===== config.mk =====
export PLATFORM = sky130hd
export DESIGN_NAME = biquad_iir_filter
export DESIGN_NICKNAME = d
export VERILOG_FILES = /design/src/sv/bq_pkg.sv /design/src/sv/bq_coef_regs.sv /design/src/sv/bq_mac.sv /design/src/sv/biquad_iir_filter.sv
export SDC_FILE = /design/constraint.sdc
export NUM_CORES = 2
export LEC_CHECK = 0
export ABC_AREA = 1
export BUFFER_PORTS_ARGS = -buffer_cell sky130_fd_sc_hd__buf_2
export CORE_ASPECT_RATIO = 0.75
export CORE_MARGIN = 1.5
export CORE_UTILIZATION = 55
export DETAILED_ROUTE_END_ITERATION = 6
export HOLD_SLACK_MARGIN = 0.02
export PLACE_DENSITY = 0.71
export SETUP_SLACK_MARGIN = 0.3
export SYNTH_ARGS = -nofsm -noshare
export SYNTH_HDL_FRONTEND = slang
export SYNTH_SLANG_ARGS = --single-unit

===== constraint.sdc =====
create_clock -name clk_i -period 11.5 [get_ports clk_i]
set_input_delay 2.3 -clock clk_i [delete_from_list [all_inputs] [get_ports clk_i]]
set_output_delay 2.3 -clock clk_i [all_outputs]
set_load 0.02 [all_outputs]

===== src/sv/bq_pkg.sv =====
// Shared constants, payload types and control types of the biquad filter.
package bq_pkg;

  localparam int SAMPLE_WIDTH    = 16;
  localparam int COEF_WIDTH_DEF  = 18;
  localparam int DELAY_WIDTH     = 40;
  localparam int DIGIT_WIDTH     = 4;
  localparam int NUM_DIGITS      = (SAMPLE_WIDTH + DIGIT_WIDTH - 1) / DIGIT_WIDTH;
  localparam int SHIFT_WIDTH     = NUM_DIGITS * DIGIT_WIDTH;
  localparam int CNT_WIDTH       = (NUM_DIGITS > 1) ? $clog2(NUM_DIGITS) : 1;
  localparam int NUM_COEF        = 5;
  localparam int CFG_INDEX_WIDTH = 3;

  typedef enum logic [CFG_INDEX_WIDTH-1:0] {
    COEF_B0 = 3'd0,
    COEF_B1 = 3'd1,
    COEF_B2 = 3'd2,
    COEF_A1 = 3'd3,
    COEF_A2 = 3'd4
  } coef_idx_e;

  typedef enum logic [2:0] {
    ST_IDLE,
    ST_MUL_X,
    ST_ROUND,
    ST_MUL_Y,
    ST_DONE
  } state_e;

  typedef struct packed {
    logic signed [SAMPLE_WIDTH-1:0] sample_in;
    logic                           mode;
  } in_t;

  typedef struct packed {
    logic signed [SAMPLE_WIDTH-1:0] sample_out;
    logic                           clipped;
  } out_t;

  // Per-lane MAC control.
  typedef struct packed {
    logic load_acc;
    logic load_mcand;
    logic step;
    logic last;
  } mac_ctrl_t;

endpackage


===== src/sv/bq_coef_regs.sv =====
// Coefficient register file written through the configuration port.
module bq_coef_regs #(
  parameter int COEF_WIDTH = bq_pkg::COEF_WIDTH_DEF
) (
  input  logic                                           clk_i,
  input  logic                                           rst_ni,
  input  logic                                           cfg_valid_i,
  output logic                                           cfg_ready_o,
  input  logic [bq_pkg::CFG_INDEX_WIDTH-1:0]             cfg_index_i,
  input  logic [COEF_WIDTH-1:0]                          cfg_data_i,
  output logic [bq_pkg::NUM_COEF-1:0][COEF_WIDTH-1:0]    coef_o
);

  // Unity gain in Q3.(COEF_WIDTH-4)
  localparam logic [COEF_WIDTH-1:0] CoefOne = COEF_WIDTH'(1) << (COEF_WIDTH - 4);
  // b0 sits in the lowest slot; every other coefficient resets to zero
  localparam logic [bq_pkg::NUM_COEF-1:0][COEF_WIDTH-1:0] CoefReset =
    {{((bq_pkg::NUM_COEF - 1) * COEF_WIDTH){1'b0}}, CoefOne};

  logic [bq_pkg::NUM_COEF-1:0][COEF_WIDTH-1:0] coef_q, coef_d;

  assign cfg_ready_o = 1'b1;

  always_comb begin
    coef_d = coef_q;
    if (cfg_valid_i) begin
      unique case (cfg_index_i)
        bq_pkg::COEF_B0: coef_d[bq_pkg::COEF_B0] = cfg_data_i;
        bq_pkg::COEF_B1: coef_d[bq_pkg::COEF_B1] = cfg_data_i;
        bq_pkg::COEF_B2: coef_d[bq_pkg::COEF_B2] = cfg_data_i;
        bq_pkg::COEF_A1: coef_d[bq_pkg::COEF_A1] = cfg_data_i;
        bq_pkg::COEF_A2: coef_d[bq_pkg::COEF_A2] = cfg_data_i;
        default: ;
      endcase
    end
  end

  always_ff @(posedge clk_i or negedge rst_ni) begin
    if (!rst_ni) begin
      coef_q <= CoefReset;
    end else begin
      coef_q <= coef_d;
    end
  end

  assign coef_o = coef_q;

endmodule


===== src/sv/bq_mac.sv =====
// Digit-serial multiply-accumulate lane: one multiplier digit per cycle while step is set.
module bq_mac #(
  parameter int ACC_WIDTH = 48
) (
  input  logic                                clk_i,
  input  bq_pkg::mac_ctrl_t                   ctrl_i,
  input  logic signed [ACC_WIDTH-1:0]         acc_init_i,
  input  logic signed [ACC_WIDTH-1:0]         mcand_init_i,
  input  logic [bq_pkg::DIGIT_WIDTH-1:0]      digit_i,
  output logic signed [ACC_WIDTH-1:0]         acc_o
);

  localparam int DW = bq_pkg::DIGIT_WIDTH;

  logic signed [ACC_WIDTH-1:0] acc_q, acc_d;
  logic signed [ACC_WIDTH-1:0] mcand_q, mcand_d;
  logic signed [DW:0]          digit_s;
  logic signed [ACC_WIDTH+DW:0] prod;

  always_comb begin
    // top digit carries the sample's sign, lower digits are unsigned
    digit_s = {ctrl_i.last & digit_i[DW-1], digit_i};
    prod    = mcand_q * digit_s;
    acc_d   = acc_q;
    mcand_d = mcand_q;
    if (ctrl_i.load_acc) begin
      acc_d = acc_init_i;
    end else if (ctrl_i.step) begin
      acc_d = acc_q + prod[ACC_WIDTH-1:0];
    end
    if (ctrl_i.load_mcand) begin
      mcand_d = mcand_init_i;
    end else if (ctrl_i.step) begin
      mcand_d = mcand_q <<< DW;
    end
  end

  always_ff @(posedge clk_i) begin
    acc_q   <= acc_d;
    mcand_q <= mcand_d;
  end

  assign acc_o = acc_q;

endmodule


===== src/sv/biquad_iir_filter.sv =====
// Top level of the transposed direct form II biquad section.
//
//  channel | direction | handshake                 | payload
//  --------+-----------+---------------------------+------------------------------
//  in      | in        | in_valid_i / in_stall_o   | in_data_i  (sample_in, mode)
//  out     | out       | out_valid_o / out_stall_i | out_data_o (sample_out, clipped)
//  cfg     | in        | cfg_valid_i / cfg_ready_o | cfg_index_i, cfg_data_i
//
// A transaction steps through the x products, one digit at a time, the
// rounding of y, the y products, write-back and the taking of the next
// sample. The digit-serial MAC lanes take one digit per cycle: all three
// during the x products, lanes 1 and 2 during the y products.
// A clear transaction (mode = 1) goes from taking its sample to write-back.
// Reset zeroes both delays, loads b0 = 1.0 and the other coefficients 0.
// A stalled result waits in the output register; the next sample is taken
// meanwhile and its result holds in write-back until the register frees.
module biquad_iir_filter #(
  parameter int COEF_WIDTH = bq_pkg::COEF_WIDTH_DEF
) (
  input  logic                                clk_i,
  input  logic                                rst_ni,
  input  logic                                in_valid_i,
  output logic                                in_stall_o,
  input  bq_pkg::in_t                         in_data_i,
  output logic                                out_valid_o,
  input  logic                                out_stall_i,
  output bq_pkg::out_t                        out_data_o,
  input  logic                                cfg_valid_i,
  output logic                                cfg_ready_o,
  input  logic [bq_pkg::CFG_INDEX_WIDTH-1:0]  cfg_index_i,
  input  logic [COEF_WIDTH-1:0]               cfg_data_i
);

  localparam int SW       = bq_pkg::SAMPLE_WIDTH;
  localparam int DLW      = bq_pkg::DELAY_WIDTH;
  localparam int DW       = bq_pkg::DIGIT_WIDTH;
  localparam int CoefFrac = COEF_WIDTH - 4;
  localparam int ProdSpan = SW + COEF_WIDTH + DW;
  localparam int AccWidth = ((DLW > ProdSpan) ? DLW : ProdSpan) + 2;

  localparam logic [AccWidth-1:0] RoundHalf = AccWidth'(1) << (CoefFrac - 1);
  localparam logic [SW-1:0]       SampleMax = {1'b0, {(SW-1){1'b1}}};
  localparam logic [SW-1:0]       SampleMin = {1'b1, {(SW-1){1'b0}}};
  localparam logic [DLW-1:0]      DelayMax  = {1'b0, {(DLW-1){1'b1}}};
  localparam logic [DLW-1:0]      DelayMin  = {1'b1, {(DLW-1){1'b0}}};

  // ---------------------------------------------------------------------
  // Coefficients
  // ---------------------------------------------------------------------
  logic [bq_pkg::NUM_COEF-1:0][COEF_WIDTH-1:0] coef;

  bq_coef_regs #(
    .COEF_WIDTH (COEF_WIDTH)
  ) u_coef (
    .clk_i       (clk_i),
    .rst_ni      (rst_ni),
    .cfg_valid_i (cfg_valid_i),
    .cfg_ready_o (cfg_ready_o),
    .cfg_index_i (cfg_index_i),
    .cfg_data_i  (cfg_data_i),
    .coef_o      (coef)
  );

  logic signed [AccWidth-1:0] b0_ext, b1_ext, b2_ext, a1_neg, a2_neg;

  assign b0_ext = AccWidth'($signed(coef[bq_pkg::COEF_B0]));
  assign b1_ext = AccWidth'($signed(coef[bq_pkg::COEF_B1]));
  assign b2_ext = AccWidth'($signed(coef[bq_pkg::COEF_B2]));
  // feedback terms enter the lanes negated, so every lane only adds
  assign a1_neg = -AccWidth'($signed(coef[bq_pkg::COEF_A1]));
  assign a2_neg = -AccWidth'($signed(coef[bq_pkg::COEF_A2]));

  // ---------------------------------------------------------------------
  // Sequencer
  // ---------------------------------------------------------------------
  bq_pkg::state_e state_q, state_d;

  logic [bq_pkg::CNT_WIDTH-1:0] cnt_q, cnt_d;
  logic                         last_digit;
  logic                         accept;
  logic                         out_free;
  logic                         retire;
  logic                         out_valid_q, out_valid_d;
  bq_pkg::mac_ctrl_t            ctrl_ff, ctrl_fb;

  assign last_digit = (cnt_q == bq_pkg::CNT_WIDTH'(bq_pkg::NUM_DIGITS - 1));
  assign out_free   = !out_valid_q || !out_stall_i;

  // next state
  always_comb begin
    state_d = state_q;
    unique case (state_q)
      bq_pkg::ST_IDLE: begin
        if (in_valid_i) begin
          state_d = in_data_i.mode ? bq_pkg::ST_DONE : bq_pkg::ST_MUL_X;
        end
      end
      bq_pkg::ST_MUL_X: begin
        if (last_digit) state_d = bq_pkg::ST_ROUND;
      end
      bq_pkg::ST_ROUND: begin
        state_d = bq_pkg::ST_MUL_Y;
      end
      bq_pkg::ST_MUL_Y: begin
        if (last_digit) state_d = bq_pkg::ST_DONE;
      end
      bq_pkg::ST_DONE: begin
        if (out_free) state_d = bq_pkg::ST_IDLE;
      end
      default: state_d = bq_pkg::ST_IDLE;
    endcase
  end

  // control outputs
  always_comb begin
    in_stall_o = 1'b1;
    accept     = 1'b0;
    retire     = 1'b0;
    ctrl_ff    = '0;
    ctrl_fb    = '0;
    unique case (state_q)
      bq_pkg::ST_IDLE: begin
        in_stall_o         = 1'b0;
        accept             = in_valid_i;
        ctrl_ff.load_acc   = in_valid_i;
        ctrl_ff.load_mcand = in_valid_i;
        ctrl_fb.load_acc   = in_valid_i;
        ctrl_fb.load_mcand = in_valid_i;
      end
      bq_pkg::ST_MUL_X: begin
        ctrl_ff.step = 1'b1;
        ctrl_ff.last = last_digit;
        ctrl_fb.step = 1'b1;
        ctrl_fb.last = last_digit;
      end
      bq_pkg::ST_ROUND: begin
        ctrl_fb.load_mcand = 1'b1;
      end
      bq_pkg::ST_MUL_Y: begin
        ctrl_fb.step = 1'b1;
        ctrl_fb.last = last_digit;
      end
      bq_pkg::ST_DONE: begin
        retire = out_free;
      end
      default: ;
    endcase
  end

  always_comb begin
    cnt_d = cnt_q;
    if (accept || state_q == bq_pkg::ST_ROUND) begin
      cnt_d = '0;
    end else if (state_q == bq_pkg::ST_MUL_X || state_q == bq_pkg::ST_MUL_Y) begin
      cnt_d = cnt_q + bq_pkg::CNT_WIDTH'(1);
    end
  end

  always_ff @(posedge clk_i or negedge rst_ni) begin
    if (!rst_ni) begin
      state_q <= bq_pkg::ST_IDLE;
      cnt_q   <= '0;
    end else begin
      state_q <= state_d;
      cnt_q   <= cnt_d;
    end
  end

  // ---------------------------------------------------------------------
  // Digit shift register: x during the first pass, y during the second
  // ---------------------------------------------------------------------
  logic [bq_pkg::SHIFT_WIDTH-1:0] dsh_q, dsh_d;
  logic signed [SW-1:0]           y_q, y_d;
  logic                           clip_q, clip_d;
  logic                           clr_q, clr_d;

  always_comb begin
    dsh_d = dsh_q;
    if (accept) begin
      dsh_d = bq_pkg::SHIFT_WIDTH'($signed(in_data_i.sample_in));
    end else if (state_q == bq_pkg::ST_ROUND) begin
      dsh_d = bq_pkg::SHIFT_WIDTH'(y_d);
    end else if (state_q == bq_pkg::ST_MUL_X || state_q == bq_pkg::ST_MUL_Y) begin
      dsh_d = dsh_q >> DW;
    end
  end

  // ---------------------------------------------------------------------
  // MAC lanes
  //   lane 0: d1 + b0*x           -> y
  //   lane 1: d2 + b1*x - a1*y    -> new d1
  //   lane 2:      b2*x - a2*y    -> new d2
  // ---------------------------------------------------------------------
  logic signed [DLW-1:0]      d1_q, d1_d, d2_q, d2_d;
  logic signed [AccWidth-1:0] acc0, acc1, acc2;
  logic signed [AccWidth-1:0] mc1_init, mc2_init;
  logic [DW-1:0]              digit;

  assign digit    = dsh_q[DW-1:0];
  assign mc1_init = (state_q == bq_pkg::ST_ROUND) ? a1_neg : b1_ext;
  assign mc2_init = (state_q == bq_pkg::ST_ROUND) ? a2_neg : b2_ext;

  bq_mac #(.ACC_WIDTH (AccWidth)) u_mac0 (
    .clk_i        (clk_i),
    .ctrl_i       (ctrl_ff),
    .acc_init_i   (AccWidth'(d1_q)),
    .mcand_init_i (b0_ext),
    .digit_i      (digit),
    .acc_o        (acc0)
  );

  bq_mac #(.ACC_WIDTH (AccWidth)) u_mac1 (
    .clk_i        (clk_i),
    .ctrl_i       (ctrl_fb),
    .acc_init_i   (AccWidth'(d2_q)),
    .mcand_init_i (mc1_init),
    .digit_i      (digit),
    .acc_o        (acc1)
  );

  bq_mac #(.ACC_WIDTH (AccWidth)) u_mac2 (
    .clk_i        (clk_i),
    .ctrl_i       (ctrl_fb),
    .acc_init_i   ('0),
    .mcand_init_i (mc2_init),
    .digit_i      (digit),
    .acc_o        (acc2)
  );

  // ---------------------------------------------------------------------
  // Round half up, then saturate to the sample width
  // ---------------------------------------------------------------------
  logic signed [AccWidth-1:0] rnd, rsh;
  logic                       y_ovf;

  always_comb begin
    rnd   = acc0 + $signed(RoundHalf);
    rsh   = rnd >>> CoefFrac;
    y_ovf = !((&rsh[AccWidth-1:SW-1]) || !(|rsh[AccWidth-1:SW-1]));
    y_d   = y_ovf ? (rsh[AccWidth-1] ? SampleMin : SampleMax) : rsh[SW-1:0];
    clip_d = y_ovf;
  end

  assign clr_d = accept ? in_data_i.mode : clr_q;

  always_ff @(posedge clk_i) begin
    dsh_q <= dsh_d;
    clr_q <= clr_d;
    if (state_q == bq_pkg::ST_ROUND) begin
      y_q    <= y_d;
      clip_q <= clip_d;
    end
  end

  // ---------------------------------------------------------------------
  // Delay update with 40-bit saturation
  // ---------------------------------------------------------------------
  logic d1_ovf, d2_ovf;

  always_comb begin
    d1_ovf = !((&acc1[AccWidth-1:DLW-1]) || !(|acc1[AccWidth-1:DLW-1]));
    d2_ovf = !((&acc2[AccWidth-1:DLW-1]) || !(|acc2[AccWidth-1:DLW-1]));
    d1_d   = d1_q;
    d2_d   = d2_q;
    if (retire) begin
      if (clr_q) begin
        d1_d = '0;
        d2_d = '0;
      end else begin
        d1_d = d1_ovf ? (acc1[AccWidth-1] ? DelayMin : DelayMax) : acc1[DLW-1:0];
        d2_d = d2_ovf ? (acc2[AccWidth-1] ? DelayMin : DelayMax) : acc2[DLW-1:0];
      end
    end
  end

  always_ff @(posedge clk_i or negedge rst_ni) begin
    if (!rst_ni) begin
      d1_q <= '0;
      d2_q <= '0;
    end else begin
      d1_q <= d1_d;
      d2_q <= d2_d;
    end
  end

  // ---------------------------------------------------------------------
  // Output register
  // ---------------------------------------------------------------------
  bq_pkg::out_t out_data_q, out_data_d;

  always_comb begin
    out_valid_d = out_valid_q && out_stall_i;
    out_data_d  = out_data_q;
    if (retire) begin
      out_valid_d = 1'b1;
      if (clr_q) begin
        out_data_d = '0;
      end else begin
        out_data_d.sample_out = y_q;
        out_data_d.clipped    = clip_q;
      end
    end
  end

  always_ff @(posedge clk_i or negedge rst_ni) begin
    if (!rst_ni) begin
      out_valid_q <= 1'b0;
    end else begin
      out_valid_q <= out_valid_d;
    end
  end

  always_ff @(posedge clk_i) begin
    out_data_q <= out_data_d;
  end

  assign out_valid_o = out_valid_q;
  assign out_data_o  = out_data_q;

`ifndef NO_ASSERTIONS
  // a result only appears after write-back
  a_out_from_done: assert property (@(posedge clk_i) disable iff (!rst_ni)
    $rose(out_valid_o) |-> $past(state_q == bq_pkg::ST_DONE))
    else $error("result raised outside write-back");

  // a taken sample starts work at once
  a_accept_busy: assert property (@(posedge clk_i) disable iff (!rst_ni)
    (in_valid_i && !in_stall_o) |=> (state_q != bq_pkg::ST_IDLE))
    else $error("sample taken but sequencer stayed idle");

  // a clear transaction zeroes the result and both delays
  a_clear: assert property (@(posedge clk_i) disable iff (!rst_ni)
    (retire && clr_q) |=>
      (out_data_o.sample_out == '0 && !out_data_o.clipped && d1_q == '0 && d2_q == '0))
    else $error("clear transaction left state or result nonzero");

  // a clipped result sits on a rail
  a_clip_rail: assert property (@(posedge clk_i) disable iff (!rst_ni)
    (out_valid_o && out_data_o.clipped) |->
      (out_data_o.sample_out == SampleMax || out_data_o.sample_out == SampleMin))
    else $error("clipped result not at full scale");
`endif

endmodule


==> results.yml <==
worst_setup_path:
  cp_common_cell: "nand2_1"
  critPathBufInv: 7
  critPathCaptureType: "flip-flop"
  crit_path_max_incr_delay_ns: 0.63
  worst_ep_required_time_ns: 11.87
  path_class: "flip-flop to flip-flop"
  rrSetupSlack_ns: 4.63
  crit_slowest_cell: "o21ai_0"
  critPathLaunchType: "flip-flop"
  rr_worst_depth: 25
  crit_path_max_fanout: 31
  r2r_end: "u_mac0.acc_o[34]"
  r2r-start: "state_q[2]"
  arrival_ns: 7.23
  crit_family: "adder cells"
place:
  port_buffers: 61
  place_congestion: 1.003
  dp_hpwl_um: 102900
detailed_routing:
  first_iter_violations: 3805
  drc: 0
  vias: 38485
  ant_nets: 0
  drt_wl_total_um: 134800
  routedWlPerCell_um: 18.92
  drt_pass1_iterations: 5
  avgViaCountPerCell: 5.400
final_layout:
  layout-drive-gt1-share_pct: 4.508
  layout_common_cells: "inv_1, nand2_1, o21ai_0"
  syn_to_final_growth_pct: 6.684
  diodes: 0
  nets: 6720
  final_common_cell: "inv_1"
  final_core_util_pct: 59.45
logic_synthesis:
  synthFlopType: "edfxtp_1"
  syn_inst: 6000
  syn_area_per_cell_sq_um: 7.666
  yosysWarnings: 0
  synth_area_sq_mm: 0.04600
  ys_seq_area_share_pct: 28.45
  synth_edf_count: 261
  ys_ff_latch: 479
  synth_fp_nets: 6755
  synth.distinct_cells: 54
  synth-async-reset-ratio_pct: 36.74
min_path:
  hold_end: "d2_q[4]"
  whs_path_depth: 2
  worstHoldStart: "d2_q[4]"
  hold_path_class: "flip-flop to flip-flop"
die:
  die_h_um: 253.4
  placementRows: 91
  die_area_sq_mm: 0.08539
  coreArea_sq_mm: 0.08255
  initial_core_util_pct: 55.72
  ios: 63
  die_w_um: 336.9
sta:
  fin_skew_ns: 0.02630
  max_freq_mhz: 145.6
  finalSetupViolCount: 0
  slew_headroom_pct: 19.28
  tightest_slew_ns: 1.207
  rsz0062_at_grt: "false"
  finalSetupTns_ns: 0
  finalHoldViolCount: 0
  finalMaxSlewViolations: 0
  finalCriticalPeriod_ns: 6.867
  fin_crit_sh_pct: 59.71
clock_tree:
  cts_setup_buffers: 0
  h-tree-depth: 2
  tritoncts: "yes"
  cts-resized-gates: 0
  root_buffer: "clkbuf_16"
  ctsHoldBuffers: 0
  cts_sinks: 479
  path_clk_slew_ns: 0.07
  clock_path_buffers: 3
  clkLatencyLatePin_ns: 0.66
  cts-buffers-inserted: 54
grt:
  grt_max_degree: 157
  antenna_found_initial: 3
  grt_overflow: 0
  grt_pass1_vias: 37461
  grt_usage_pct: 32.75
  grt_pass1_wl_um: 215600
run:
  maxCapViolations: 0
outcome:
  status: "completed"
layout make-up:
cell class / instances / area [sq um]
clock buffers: 69 / 1439
fillers: 7560 / 33480
well taps: 1116 / 1396
clock inverters: 33 / 340.3
repair buffers: 88 / 554.3
flip-flops and latches: 479 / 13080
multi-input cells: 3824 / 26560
inverters: 1518 / 5698
routing by layer:
layer  wire length (um)  global-route usage, %  vias up  part of all wire (%)
met3              15190                  6.785      160                    11
met5                 13                      0        -                0.0096
met2              52960                  44.84     1740                    39
met1              64260                  52.85    18488                    48
li1                   -                      -    18095                     -
met4               2399                  6.023        2                   1.8
worst register-to-register path, stage by stage, from the launching register on:
cell and delay (ns):
dfrtp_1 0.44, inv_1 0.11, nand2_1 0.05, buf_4 0.26, nor2_2 0.13, buf_4 0.28, inv_2 0.09, nor2_4 0.33
inv_1 0.08, buf_4 0.29, or2_2 0.35, fa_1 0.50, fa_1 0.43, fa_1 0.50, inv_1 0.06, fa_1 0.38
ha_1 0.36, nand2_1 0.10, o21ai_0 0.63, a31oi_1 0.29, o21ai_0 0.47, nand2_1 0.18, nand2_1 0.10, nand2_1 0.05
nand3_1 0.06, o21ai_0 0.09
worst max-delay path by stage:
stage | startpoint | slack, ns | to | depth (start not counted)
floorplan | in_valid_i | 6.03 | u_mac1.mcand_q[0] | 6
global placement | state_q[2] | 4.77 | u_mac0.acc_o[23] | 27
detailed placement | dsh_q[3] | 4.80 | u_mac0.acc_o[34] | 24
CTS | dsh_q[3] | 4.80 | u_mac0.acc_o[34] | 24
global route | state_q[2] | 4.23 | u_mac0.acc_o[34] | 25
finish | state_q[2] | 4.63 | u_mac0.acc_o[34] | 25
synthesized netlist by cell type (all sizes together), types with 3 or more instances:
cell | instances | area share, %
clkbuf | 152 | 1.2
a22oi | 4 | 0.065
dfrtp | 175 | 9.5
edfxtp | 261 | 17
o21ai | 499 | 5.4
nand3b | 3 | 0.049
ha | 250 | 6.8
a31o | 3 | 0.057
a31oi | 31 | 0.42
o21a | 4 | 0.065
o211ai | 17 | 0.28
nand3 | 208 | 2.4
xor2 | 50 | 0.95
nor2 | 428 | 3.6
or2 | 39 | 0.53
a21o | 16 | 0.26
dfxtp | 42 | 1.8
xnor2 | 41 | 0.78
nand4 | 28 | 0.38
and3 | 3 | 0.041
inv | 1518 | 12
fa | 462 | 20
nor4 | 10 | 0.14
a21boi | 8 | 0.13
a21oi | 178 | 1.9
o21bai | 32 | 0.52
nor3 | 35 | 0.42
buf | 27 | 0.31
nand2 | 1460 | 12
sequential cells by signal, indices dropped and copies added, names as in the netlist:
signal	flops
u_mac2.acc_o	42
d2_q	40
clr_q	1
out_data_o	17
dsh_q	16
u_coef.coef_o	90
u_mac1.mcand_q	42
state_q	3
u_mac2.mcand_q	42
u_mac1.acc_o	42
u_mac0.acc_o	42
d1_q	40
out_valid_o	1
cnt_q	2
u_mac0.mcand_q	42
clip_q	1
y_q	16
logic make-up (layout without fill, tap and decap cells):
kind of cell    after synthesis  in the layout  synth area share (%)
other cells                   1              1              0.008153
compound gates              803            803                 9.363
simple gates               2217           2217                 19.60
flops                       479            479                 28.45
buf+inv                    1697           1708                 13.94
fa+ha+maj                   712            712                 26.91
xor+xnor                     91             91                 1.733
per-stage QoR:
step                cell area (sq um)  setup slack [ns]  hold slack [ns]  std cells
finish                          49070             4.633           0.4828       7127
global route                    49070             4.231           0.4929       7127
CTS                             49070             4.797           0.4836       7127
detailed placement              47290             4.795           0.4672       7025
global placement                47290             4.765           0.4605       7025
floorplan                       46000             6.025           0.4478       6000
Power is not shown: default switching activity piles up to over one toggle a cycle in this logic, so the estimate is an artifact.
